==> config.mk <==
export PLATFORM = sky130hd
export DESIGN_NAME = unix_time_calendar_convert_unit
export DESIGN_NICKNAME = d
export VERILOG_FILES = /design/src/rtl/core/ucc_pkg.sv /design/src/rtl/core/ucc_alu.sv /design/src/rtl/core/ucc_core.sv /design/src/rtl/core/unix_time_calendar_convert_unit.sv
export SDC_FILE = /design/constraint.sdc
export NUM_CORES = 2
export LEC_CHECK = 0
export ABC_AREA = 1
export BUFFER_PORTS_ARGS = -buffer_cell sky130_fd_sc_hd__buf_2
export CORE_MARGIN = 2
export CORE_UTILIZATION = 49
export CTS_CLUSTER_SIZE = 25
export DETAILED_ROUTE_END_ITERATION = 6
export GPL_TIMING_DRIVEN = 1
export PLACE_DENSITY = 0.64
export SLEW_MARGIN = 15
export SYNTH_ARGS = -nofsm -noshare
export SYNTH_HDL_FRONTEND = slang
export SYNTH_SLANG_ARGS = --single-unit
==> constraint.sdc <==
create_clock -name clk -period 16.65 [get_ports clk]
set_input_delay 0.8325 -clock clk [delete_from_list [all_inputs] [get_ports clk]]
set_output_delay 0.8325 -clock clk [all_outputs]
set_load 0.01 [all_outputs]
==> src/rtl/core/ucc_pkg.sv <==
package ucc_pkg;

    // Shared adder width
    localparam int ALU_W = 32;

    // Calendar constants
    localparam logic [11:0] EPOCH_YEAR  = 12'd1970;
    localparam logic [4:0]  EPOCH_MOD25 = 5'd20;      // 1970 mod 25
    localparam logic [4:0]  MOD25_LAST  = 5'd24;
    localparam logic [8:0]  DAYS_LEAP   = 9'd366;
    localparam logic [8:0]  DAYS_NORM   = 9'd365;
    localparam logic [3:0]  MONTHS      = 4'd12;

    // Time constants
    localparam logic [16:0] SEC_PER_DAY  = 17'd86400;
    localparam logic [16:0] SEC_PER_HOUR = 17'd3600;
    localparam logic [16:0] SEC_PER_MIN  = 17'd60;
    localparam logic [5:0]  DIV_60       = 6'd60;
    localparam logic [5:0]  DIV_24       = 6'd24;

    // floor(t / 60) == (t * RECIP_60) >> SHIFT_60 and
    // floor(t / 24) == (t * RECIP_24) >> SHIFT_24 for any 32-bit t
    localparam logic [31:0] RECIP_60 = 32'h8888_8889;
    localparam int          SHIFT_60 = 37;
    localparam logic [31:0] RECIP_24 = 32'hAAAA_AAAB;
    localparam int          SHIFT_24 = 36;

    // floor(y / 25) == (y * RECIP_25) >> RECIP_SHIFT for any 12-bit y
    localparam logic [15:0] RECIP_25    = 16'd41944;
    localparam int          RECIP_SHIFT = 20;
    localparam logic [12:0] MUL_25      = 13'd25;

    typedef enum logic [3:0] {
        S_IDLE,
        S_LEAP_Q,
        S_LEAP_R,
        S_YEAR_ADD,
        S_MONTH_ADD,
        S_DAY_ADD,
        S_MUL,
        S_DIV_S,
        S_DIV_M,
        S_DIV_H,
        S_YEAR_SUB,
        S_MONTH_SUB,
        S_DONE
    } state_t;

    typedef struct packed {
        logic        action;
        logic [31:0] seconds;
        logic [11:0] year;
        logic [3:0]  month;
        logic [4:0]  day;
        logic [4:0]  hour;
        logic [5:0]  minute;
        logic [5:0]  second;
    } req_t;

    typedef struct packed {
        logic [31:0] seconds;
        logic        wrapped;
        logic [11:0] year;
        logic [3:0]  month;
        logic [4:0]  day;
        logic [4:0]  hour;
        logic [5:0]  minute;
        logic [5:0]  second;
    } res_t;

    // 4/100/400 rule from the low year bits and a divisible-by-25 flag
    function automatic logic is_leap(input logic [3:0] y_lo, input logic div25);
        return (y_lo[1:0] == 2'd0) && (!div25 || (y_lo == 4'd0));
    endfunction

    function automatic logic [8:0] year_len(input logic leap);
        return leap ? DAYS_LEAP : DAYS_NORM;
    endfunction

    // Month index from 0 = January
    function automatic logic [4:0] month_len(input logic [3:0] m, input logic leap);
        logic [4:0] len;
        case (m)
            4'd1:    len = leap ? 5'd29 : 5'd28;
            4'd3:    len = 5'd30;
            4'd5:    len = 5'd30;
            4'd8:    len = 5'd30;
            4'd10:   len = 5'd30;
            default: len = 5'd31;
        endcase
        return len;
    endfunction

endpackage

==> src/rtl/core/ucc_alu.sv <==
module ucc_alu (
    input  logic [ucc_pkg::ALU_W-1:0] a,
    input  logic [ucc_pkg::ALU_W-1:0] b,
    input  logic                      sub,
    output logic [ucc_pkg::ALU_W-1:0] sum,
    output logic                      carry
);

    logic [ucc_pkg::ALU_W:0] full;

    // a + b, or a - b with carry meaning no borrow (a >= b)
    assign full  = {1'b0, a} + {1'b0, (sub ? ~b : b)} + {{ucc_pkg::ALU_W{1'b0}}, sub};
    assign sum   = full[ucc_pkg::ALU_W-1:0];
    assign carry = full[ucc_pkg::ALU_W];

endmodule

==> src/rtl/core/ucc_core.sv <==
module ucc_core (
    input  logic          clk,
    input  logic          rst_n,
    input  logic          start,
    input  ucc_pkg::req_t req,
    input  logic          res_take,
    output logic          idle,
    output logic          done,
    output ucc_pkg::res_t res
);

    ucc_pkg::state_t state_reg, state_next;

    // Control registers
    logic        phase_reg, phase_next;
    logic [4:0]  c25_reg, c25_next;
    logic [3:0]  m_reg, m_next;

    // Payload registers
    logic        act_reg, act_next;
    logic [31:0] quo_reg, quo_next;
    logic [31:0] acc_reg, acc_next;
    logic [11:0] yin_reg, yin_next;
    logic [3:0]  full_reg, full_next;
    logic [4:0]  day_reg, day_next;
    logic [4:0]  hour_reg, hour_next;
    logic [5:0]  min_reg, min_next;
    logic [5:0]  sec_reg, sec_next;
    logic [11:0] year_reg, year_next;
    logic [7:0]  q25_reg, q25_next;
    logic [17:0] hms_reg, hms_next;
    logic        leapin_reg, leapin_next;
    logic [39:0] total_reg, total_next;

    // Shared adder
    logic [ucc_pkg::ALU_W-1:0] alu_a, alu_b, alu_sum;
    logic                      alu_sub, alu_carry;

    // Helpers
    logic [31:0] recip;
    logic [63:0] div_prod;
    logic [31:0] div_q;
    logic [5:0]  divisor;
    logic [5:0]  rem_prod;
    logic        yleap;
    logic [4:0]  c25_inc;
    logic [27:0] q25_prod;
    logic [12:0] mult25;
    logic [16:0] hms_sum;
    logic [36:0] day_prod;

    ucc_alu u_alu (
        .a     (alu_a),
        .b     (alu_b),
        .sub   (alu_sub),
        .sum   (alu_sum),
        .carry (alu_carry)
    );

    // Fixed-function side logic
    assign recip    = (state_reg == ucc_pkg::S_DIV_H) ? ucc_pkg::RECIP_24 : ucc_pkg::RECIP_60;
    assign div_prod = {32'd0, quo_reg} * {32'd0, recip};
    assign div_q    = (state_reg == ucc_pkg::S_DIV_H) ?
                      {4'd0, div_prod[63:ucc_pkg::SHIFT_24]} :
                      {5'd0, div_prod[63:ucc_pkg::SHIFT_60]};
    assign divisor  = (state_reg == ucc_pkg::S_DIV_H) ? ucc_pkg::DIV_24 : ucc_pkg::DIV_60;
    // remainder is below 64, so the low six bits of quotient * divisor do
    assign rem_prod = acc_reg[5:0] * divisor;
    assign yleap    = ucc_pkg::is_leap(year_reg[3:0], c25_reg == 5'd0);
    assign c25_inc  = (c25_reg == ucc_pkg::MOD25_LAST) ? 5'd0 : c25_reg + 5'd1;
    assign q25_prod = yin_reg * ucc_pkg::RECIP_25;
    assign mult25   = {5'd0, q25_reg} * ucc_pkg::MUL_25;
    assign hms_sum  = {12'd0, hour_reg} * ucc_pkg::SEC_PER_HOUR
                    + {11'd0, min_reg} * ucc_pkg::SEC_PER_MIN
                    + {11'd0, sec_reg};
    assign day_prod = {17'd0, acc_reg[19:0]} * {20'd0, ucc_pkg::SEC_PER_DAY};

    // Sequencer: next state and datapath control
    always_comb
    begin
        state_next  = state_reg;
        phase_next  = phase_reg;
        c25_next    = c25_reg;
        m_next      = m_reg;
        act_next    = act_reg;
        quo_next    = quo_reg;
        acc_next    = acc_reg;
        yin_next    = yin_reg;
        full_next   = full_reg;
        day_next    = day_reg;
        hour_next   = hour_reg;
        min_next    = min_reg;
        sec_next    = sec_reg;
        year_next   = year_reg;
        q25_next    = q25_reg;
        hms_next    = hms_reg;
        leapin_next = leapin_reg;
        total_next  = total_reg;
        alu_a       = '0;
        alu_b       = '0;
        alu_sub     = 1'b0;

        case (state_reg)
            ucc_pkg::S_IDLE:
            begin
                if (start)
                begin
                    act_next   = req.action;
                    quo_next   = req.seconds;
                    yin_next   = req.year;
                    day_next   = req.day;
                    hour_next  = req.hour;
                    min_next   = req.minute;
                    sec_next   = req.second;
                    phase_next = 1'b0;
                    acc_next   = '0;
                    m_next     = '0;
                    year_next  = ucc_pkg::EPOCH_YEAR;
                    c25_next   = ucc_pkg::EPOCH_MOD25;
                    // whole months before the given one, capped at a full year
                    if (req.month == 4'd0)
                        full_next = 4'd0;
                    else if (req.month > ucc_pkg::MONTHS + 4'd1)
                        full_next = ucc_pkg::MONTHS;
                    else
                        full_next = req.month - 4'd1;
                    state_next = req.action ? ucc_pkg::S_DIV_S : ucc_pkg::S_LEAP_Q;
                end
            end

            ucc_pkg::S_LEAP_Q:
            begin
                q25_next   = q25_prod[27:ucc_pkg::RECIP_SHIFT];
                // time of day less one day: folds the day-1 term in
                hms_next   = {1'b0, hms_sum} - {1'b0, ucc_pkg::SEC_PER_DAY};
                state_next = ucc_pkg::S_LEAP_R;
            end

            ucc_pkg::S_LEAP_R:
            begin
                leapin_next = ucc_pkg::is_leap(yin_reg[3:0], mult25 == {1'b0, yin_reg});
                state_next  = ucc_pkg::S_YEAR_ADD;
            end

            ucc_pkg::S_YEAR_ADD:
            begin
                if (year_reg < yin_reg)
                begin
                    alu_a     = acc_reg;
                    alu_b     = {23'd0, ucc_pkg::year_len(yleap)};
                    acc_next  = alu_sum;
                    year_next = year_reg + 12'd1;
                    c25_next  = c25_inc;
                end
                else
                begin
                    state_next = ucc_pkg::S_MONTH_ADD;
                end
            end

            ucc_pkg::S_MONTH_ADD:
            begin
                if (m_reg < full_reg)
                begin
                    alu_a    = acc_reg;
                    alu_b    = {27'd0, ucc_pkg::month_len(m_reg, leapin_reg)};
                    acc_next = alu_sum;
                    m_next   = m_reg + 4'd1;
                end
                else
                begin
                    state_next = ucc_pkg::S_DAY_ADD;
                end
            end

            ucc_pkg::S_DAY_ADD:
            begin
                alu_a      = acc_reg;
                alu_b      = {27'd0, day_reg};
                acc_next   = alu_sum;
                state_next = ucc_pkg::S_MUL;
            end

            ucc_pkg::S_MUL:
            begin
                total_next = {3'd0, day_prod} + {{22{hms_reg[17]}}, hms_reg};
                state_next = ucc_pkg::S_DONE;
            end

            // Divide by a constant: reciprocal multiply for the quotient, then the
            // remainder on the shared adder
            ucc_pkg::S_DIV_S, ucc_pkg::S_DIV_M, ucc_pkg::S_DIV_H:
            begin
                if (!phase_reg)
                begin
                    acc_next   = div_q;
                    phase_next = 1'b1;
                end
                else
                begin
                    alu_a      = {26'd0, quo_reg[5:0]};
                    alu_b      = {26'd0, rem_prod};
                    alu_sub    = 1'b1;
                    quo_next   = acc_reg;
                    phase_next = 1'b0;
                    if (state_reg == ucc_pkg::S_DIV_S)
                    begin
                        sec_next   = alu_sum[5:0];
                        state_next = ucc_pkg::S_DIV_M;
                    end
                    else if (state_reg == ucc_pkg::S_DIV_M)
                    begin
                        min_next   = alu_sum[5:0];
                        state_next = ucc_pkg::S_DIV_H;
                    end
                    else
                    begin
                        // quotient left in acc is the day count
                        hour_next  = alu_sum[4:0];
                        state_next = ucc_pkg::S_YEAR_SUB;
                    end
                end
            end

            ucc_pkg::S_YEAR_SUB:
            begin
                alu_a   = acc_reg;
                alu_b   = {23'd0, ucc_pkg::year_len(yleap)};
                alu_sub = 1'b1;
                if (alu_carry)
                begin
                    acc_next  = alu_sum;
                    year_next = year_reg + 12'd1;
                    c25_next  = c25_inc;
                end
                else
                begin
                    m_next     = 4'd1;
                    state_next = ucc_pkg::S_MONTH_SUB;
                end
            end

            ucc_pkg::S_MONTH_SUB:
            begin
                alu_a   = acc_reg;
                alu_b   = {27'd0, ucc_pkg::month_len(m_reg - 4'd1, yleap)};
                alu_sub = 1'b1;
                if ((m_reg < ucc_pkg::MONTHS) && alu_carry)
                begin
                    acc_next = alu_sum;
                    m_next   = m_reg + 4'd1;
                end
                else
                begin
                    state_next = ucc_pkg::S_DONE;
                end
            end

            ucc_pkg::S_DONE:
            begin
                if (res_take)
                    state_next = ucc_pkg::S_IDLE;
            end

            default:
            begin
                state_next = ucc_pkg::S_IDLE;
            end
        endcase
    end

    // State and control registers
    always_ff @(posedge clk or negedge rst_n)
    begin
        if (!rst_n)
        begin
            state_reg <= ucc_pkg::S_IDLE;
            phase_reg <= 1'b0;
            c25_reg   <= '0;
            m_reg     <= '0;
        end
        else
        begin
            state_reg <= state_next;
            phase_reg <= phase_next;
            c25_reg   <= c25_next;
            m_reg     <= m_next;
        end
    end

    // Payload registers
    always_ff @(posedge clk)
    begin
        act_reg    <= act_next;
        quo_reg    <= quo_next;
        acc_reg    <= acc_next;
        yin_reg    <= yin_next;
        full_reg   <= full_next;
        day_reg    <= day_next;
        hour_reg   <= hour_next;
        min_reg    <= min_next;
        sec_reg    <= sec_next;
        year_reg   <= year_next;
        q25_reg    <= q25_next;
        hms_reg    <= hms_next;
        leapin_reg <= leapin_next;
        total_reg  <= total_next;
    end

    // Result formatting: unused direction reads as zero
    assign idle = (state_reg == ucc_pkg::S_IDLE);
    assign done = (state_reg == ucc_pkg::S_DONE);

    always_comb
    begin
        res.seconds = act_reg ? 32'd0 : total_reg[31:0];
        res.wrapped = act_reg ? 1'b0 : (|total_reg[39:32]);
        res.year    = act_reg ? year_reg : 12'd0;
        res.month   = act_reg ? m_reg : 4'd0;
        res.day     = act_reg ? (acc_reg[4:0] + 5'd1) : 5'd0;
        res.hour    = act_reg ? hour_reg : 5'd0;
        res.minute  = act_reg ? min_reg : 6'd0;
        res.second  = act_reg ? sec_reg : 6'd0;
    end

`ifndef NO_ASSERTIONS
    a_phase_div: assert property (@(posedge clk) disable iff (!rst_n)
        phase_reg |-> ((state_reg == ucc_pkg::S_DIV_S) || (state_reg == ucc_pkg::S_DIV_M) ||
                       (state_reg == ucc_pkg::S_DIV_H)))
        else $error("divider phase set outside a divide");

    a_c25_range: assert property (@(posedge clk) disable iff (!rst_n)
        c25_reg <= ucc_pkg::MOD25_LAST)
        else $error("mod-25 year counter out of range");

    a_year_add: assert property (@(posedge clk) disable iff (!rst_n)
        ((state_reg == ucc_pkg::S_YEAR_ADD) && (yin_reg >= ucc_pkg::EPOCH_YEAR))
            |-> (year_reg <= yin_reg))
        else $error("year count ran past the requested year");

    a_month_add: assert property (@(posedge clk) disable iff (!rst_n)
        (state_reg == ucc_pkg::S_MONTH_ADD) |-> (m_reg <= full_reg))
        else $error("month count ran past the whole months");

    a_month_sub: assert property (@(posedge clk) disable iff (!rst_n)
        (state_reg == ucc_pkg::S_MONTH_SUB) |->
            ((m_reg >= 4'd1) && (m_reg <= ucc_pkg::MONTHS)))
        else $error("month index out of range while peeling months");
`endif

endmodule

==> src/rtl/core/unix_time_calendar_convert_unit.sv <==
// Seconds to date: three reciprocal divides (seconds, minutes, hours), then whole years
// and whole months are peeled off the day count before out_valid.
// Date to seconds: leap check, then the years since 1970, whole months and the day are
// summed and scaled to seconds. One item at a time: the next is taken once the result has
// moved into the output register.
// Reset (rst_n, async, active low) idles the sequencer and empties the output register.
module unix_time_calendar_convert_unit (
    input  logic        clk,
    input  logic        rst_n,
    input  logic        in_valid,
    output logic        in_ready,
    input  logic        action,
    input  logic [31:0] seconds_in,
    input  logic [11:0] year_in,
    input  logic [3:0]  month_in,
    input  logic [4:0]  day_in,
    input  logic [4:0]  hour_in,
    input  logic [5:0]  minute_in,
    input  logic [5:0]  second_in,
    output logic        out_valid,
    input  logic        out_ready,
    output logic [31:0] seconds_out,
    output logic        wrapped,
    output logic [11:0] year_out,
    output logic [3:0]  month_out,
    output logic [4:0]  day_out,
    output logic [4:0]  hour_out,
    output logic [5:0]  minute_out,
    output logic [5:0]  second_out
);

    ucc_pkg::req_t req;
    ucc_pkg::res_t core_res;
    ucc_pkg::res_t res_reg;
    logic          out_valid_reg;
    logic          core_idle;
    logic          core_done;
    logic          res_take;
    logic          start;

    // Input transfer
    assign in_ready = core_idle;
    assign start    = in_valid && core_idle;

    assign req.action  = action;
    assign req.seconds = seconds_in;
    assign req.year    = year_in;
    assign req.month   = month_in;
    assign req.day     = day_in;
    assign req.hour    = hour_in;
    assign req.minute  = minute_in;
    assign req.second  = second_in;

    ucc_core u_core (
        .clk      (clk),
        .rst_n    (rst_n),
        .start    (start),
        .req      (req),
        .res_take (res_take),
        .idle     (core_idle),
        .done     (core_done),
        .res      (core_res)
    );

    // Output register: loads when empty or being drained
    assign res_take = core_done && (!out_valid_reg || out_ready);

    always_ff @(posedge clk or negedge rst_n)
    begin
        if (!rst_n)
            out_valid_reg <= 1'b0;
        else if (res_take)
            out_valid_reg <= 1'b1;
        else if (out_ready)
            out_valid_reg <= 1'b0;
    end

    always_ff @(posedge clk)
    begin
        if (res_take)
            res_reg <= core_res;
    end

    assign out_valid   = out_valid_reg;
    assign seconds_out = res_reg.seconds;
    assign wrapped     = res_reg.wrapped;
    assign year_out    = res_reg.year;
    assign month_out   = res_reg.month;
    assign day_out     = res_reg.day;
    assign hour_out    = res_reg.hour;
    assign minute_out  = res_reg.minute;
    assign second_out  = res_reg.second;

endmodule
Word-level counts from Yosys, hierarchy flattened
Cells that the tools add are included.
Widths: inputs -> output; s select.

word-level totals
  register bits after elaboration = 268
  bits of input ports = 75

cells by class
  multiplexer cells = 74
  $add $sub $neg = 12
  multipliers = 7
  equality and inequality tests = 40
  bitwise gates (word level) = 1
  reductions and logical operators = 40
  magnitude comparators = 4

operators by type and width
  operator                number
  $mux 32                 11
  $pmux 32 s7             1
  $pmux 32 s6             1
  $pmux 32 s4             1
  $mul 32x32->64          1
  $pmux 32 s2             1
  $mux 6                  10
  $mux 4                  13
  $mux 5                  9
  $pmux 4 s11             1
  $add 38x18->39          1
  $eq 4x4->1 const B      9
  $mux 12                 3
  $pmux 12 s3             1
  $add 32x32->33          1
  $add 33x1->33           1
  $not 32->32             1
  $mul 20x10->30 const B  1
  $mux 30                 1
  $pmux 5 s2              3
  $mux 28                 1
  $mul 12x13->25 const B  1
  $eq 4x3->1 const B      6
  $pmux 6 s2              2
  47 further kinds        97

Depth between registers and ports, before layout
  word-level depth = 15
  depth in mapped cells = 44

By module
From an unflattened synthesis, not the netlist that was laid out.

unflattened totals
  cell total of the unflattened synthesis = 5461
  area, all modules = 44560.2 µm²

by module, submodules not included
  module                           seq. area each (µm²)  cells each  area each (µm²)  times used
  ucc_core                         5785.5                4898        39744.4          1
  ucc_alu                          0.0                   484         2627.5           1
  unix_time_calendar_convert_unit  2157.1                79          2188.3           1

Worst setup path after synthesis
Ideal clock, no wire load.

  path type = reg-to-reg
  start point = reg u_core.state_reg[3]
  end point = reg u_core.acc_reg[19] (data pin)
  library setup time = 253 ps
  required time = 16397 ps
  stages on the path, launching flop included = 36
  data arrival time = 7334 ps
  clock period less this slack = 7587 ps
  path slack = 9063 ps
  path through = dfrtp_1 > inv_2 > nor2_2 > nand2_1 > buf_2 > clkbuf_1 > clkbuf_1 > clkbuf_1 > nor2_1 > ha_1 > ha_1 > inv_1 > fa_1 > fa_1 > inv_1 > fa_1 > fa_1 > fa_1 > inv_1 > fa_1 > inv_1 > ha_1 > a21oi_1 > inv_1 > nor2_1 > a21boi_0 > o21ai_0 > a21oi_1 > nand2_1 > nand2_1 > o211ai_1 > or2_1 > nand3_1 > nand2_1 > nand2_1 > nand2_1

between the ends
  cells in the longest elaborated chain, start to end = 11
  elaborated cells between the ends (all ways) = 31

RTL lines
  item                               line             RTL
  from (decl)                        ucc_core.sv:12   ucc_pkg::state_t state_reg, state_next;
  from (signal assigned)             ucc_core.sv:277  state_reg <= ucc_pkg::S_IDLE;
  from (signal assigned)             ucc_core.sv:284  state_reg <= state_next;
  $eq 4x4->1                         n/a
  $mux 6                             ucc_core.sv:66   assign divisor = (state_reg == ucc_pkg::S_DIV_H) ? ucc_pkg::DIV_24 : ucc_pkg::DIV_60;
  $mul 6x6->6                        ucc_core.sv:68   assign rem_prod = acc_reg[5:0] * divisor;
  $mux 6                             ucc_core.sv:194  if (!phase_reg)
  $pmux 32 s6                        ucc_core.sv:103  case (state_reg)
  $not 32->32                        ucc_alu.sv:12    assign full = {1'b0, a} + {1'b0, (sub ? ~b : b)} + {{ucc_pkg::ALU_W{1'b0}}, sub};
  $mux 32                            ucc_alu.sv:12
  $add 32x32->33                     ucc_alu.sv:12
  $add 33x1->33                      ucc_alu.sv:12
  $mux 32, on equally long branches  n/a
  $pmux 32 s7 *                      ucc_core.sv:103
  net u_core.acc_next[19]            ucc_core.sv:22   logic [31:0] acc_reg, acc_next;
  to (signal assigned)               ucc_core.sv:296  acc_reg <= acc_next;
  to (decl)                          ucc_core.sv:22

The timed path passes the listed nets; every way through them passes the cells marked *. The select of a mux whose other input is x is not followed.
A chain may end at the register's enable or synchronous reset.

Worst setup path after layout
  start point = reg u_core.state_reg[1]
  end point = reg u_core.acc_reg[21] (data pin)

The elaborated chain is that of the path after synthesis.

==> summary.md <==
| Metric | Value |
|---|---|
| CP Capture Type | `flip-flop` |
| WL/cell | `20.0 um` |
| Post-layout min period | `9.39 ns` |
| GRT Max-Usage Layer | `met2` |
| Via count | `32982` |
| Post-synthesis sequential area ratio | `0.186` |
| M2 GR Usage | `0.467` |
| CP peak stage delay | `0.68 ns` |
| Netlist cell types | `51` |
| CP delay by family, top | `adder cells` |
| Synthesized area | `0.0426 sq mm` |
| # port buffers | `147` |
| RSZ-0062 raised after global routing | `no` |
| Cts bufs inserted | `29` |
| Synth-to-layout area growth | `7.36%` |
| TritonCTS clock tree | `yes` |
| Area contributors post-synth | `fa_1 23%, ha_1 21%, edfxtp_1 18%` |
| Max Clk Rate | `0.106 GHz` |
| Setup TNS Final | `0 ns` |
| Mapped Nets | `6269` |
| CORE AREA | `0.0865 sq mm` |
| Share of cells above drive strength 1 | `0.0599` |
| Rows | `108` |
| Mean post-synth cell area | `8.55 sq um` |
| Main synth FF type | `edfxtp_1` |
| Routed Antenna Nets | `0` |
| Number of synthesized flops with an enable pin | `252` |
| Most common cell after layout, fill and taps aside | `inv_1` |
| Max clock buf depth | `3` |
| Setup Fix Bufs, Post-CTS | `0` |
| Routability cong. | `1.01` |
| 1st-pass router iterations | `6` |
| Rel. slew slack | `0.217` |
| Worst path required time | `17.02 ns` |
| # IOs | `148` |
| Outcome | `complete, no violations` |
| Critical Path Most Common Cell | `inv_1` |
| Worst Tran Pin Value | `1.17 ns` |
| Slowest CP cell | `nor2_1` |
| CP max FO | `31` |
| Max reg flops | `39` |
| DR vias/cell | `5.22` |
| Clk Latency, worst-skew pair | `0.63 ns` |
| Yosys top cell by area | `fa_1` |
| Setup crit start kind | `flip-flop` |
| Initial antenna violation count | `5` |
| Drt first-iter violations | `2381` |
| Slew Limit Fails | `0` |
| Hpwl dp | `109000 um` |
| Final Hold Fails | `0` |
| Final cycle utilization of the critical path | `0.564` |
| Async SR Flop Fraction | `0.0562` |
| Hold-fix buffers at CTS | `0` |
| Setup-failing EPs final | `0` |
| Largest net degree at the start of global routing | `72` |
| First-pass GRT wire length | `197000 um` |
| Bufs and invs on worst path | `11` |
| Max-cap viol count | `0` |
| Die Y | `299 um` |
| Clk slew on worst S/H paths | `0.06 ns` |
| Vias in the first global route | `34414` |
| Root Buffer | `clkbuf_16` |
| Starting density of the core | `0.493` |
| DIE WIDTH | `299 um` |
| Crit path DAT | `9.77 ns` |
| Die area | `0.0893 sq mm` |
| Gr usage total | `0.288` |
| Seq cells post-synth | `267` |
| Fill count | `8316` |
| Ys Warns | `0` |
| Synth top area share | `0.234` |
| Global route overflow | `0` |
| Most frequent cells in the layout | `1362 x inv_1, 712 x ha_1, 673 x nand2_1` |
| Clock sink count | `267` |
| Min-delay worst type | `in -> async` |
| Total Nets Final | `6425` |
| Wirelength, routed | `126000 um` |
| Syn Inst Count | `4983` |
| Clock Skews | `0.0375 ns` |
| Cts repair resizes | `0` |
| # H-tree levels | `1` |
| Met3 usage | `0.0579` |
| Crit Path Class | `reg -> reg` |
| Post-route DRC | `0` |
| Met1 usage | `0.386` |
-- stage by stage --
stage	area (sq um)	hold WS (ns)	setup slack [ns]	util	cells
5_1_grt	45700	0.164	6.83	0.529	6318
6_report	45700	0.145	7.26	0.529	6319
2_1_floorplan	42600	0.400	9.06	-	4983
4_1_cts	45700	0.140	7.45	0.529	6316
3_3_place_gp	44800	0.401	7.33	0.518	6263
3_5_place_dp	44800	0.405	7.50	0.518	6263
-- path summary, 6_finish.rpt --
kind,start,endpoint,depth (start not counted),slack [ns]
setup / recovery,u_core.state_reg[1],u_core.acc_reg[21],37,7.26
hold / removal,rst_n,u_core.phase_reg,1,0.15
max in group asynchronous,rst_n,u_core.state_reg[2],1,16.19
hold reg to reg,u_core.hms_reg[1],u_core.total_reg[1],0,0.42
min in group clk,year_in[11],u_core.yin_reg[11],1,0.41
setup reg to reg,u_core.state_reg[1],u_core.acc_reg[21],37,7.26
-- kinds of logic (layout without fill, tap and decap cells) --
group	count (synthesis)	after routing	synth area share
AO/OA/AOI/OAI	587	587	0.0780
XOR/XNOR	166	166	0.0341
adder cells (fa/ha/maj)	1211	1211	0.444
buffers and inverters	1410	1588	0.124
flip-flops	267	267	0.186
other	0	3	0
AND/OR/NAND/NOR	1342	1342	0.134
-- metal layers --
metal | vias up | wire length, um
met5 | - | 0
met1 | 15941 | 54300
met2 | 966 | 57800
li1 | 15883 | -
met4 | 0 | 4640
met3 | 192 | 9600
-- cell usage after synthesis (18+ instances only) --
library cell / n
nor3_1: 34
xor2_1: 114
xnor2_1: 52
o21a_1: 19
nand3_1: 137
nand2_1: 674
nor2_1: 359
o21ai_1: 18
clkbuf_1: 25
a31oi_1: 21
nand4_1: 32
edfxtp_1: 252
fa_1: 499
a21o_1: 22
inv_1: 1362
a21oi_1: 260
o21ai_0: 161
or2_2: 26
nor2_2: 18
ha_1: 712
-- cell type report --
class / instances / area [sq um] / area share
Inverter: 1376 / 5160 / 0.113
Multi-Input combinational cell: 3306 / 29400 / 0.643
Sequential cell: 267 / 7940 / 0.174
Clock buffer: 32 / 737 / 0.0161
Antenna cell: 3 / 7.51 / 0.000164
Timing Repair Buffer: 159 / 826 / 0.0181
Clock inverter: 21 / 221 / 0.00484
Tap cell: 1155 / 1450 / 0.0316
Power is not shown: default switching activity piles up to over one toggle a cycle in this logic, so the estimate is an artifact.
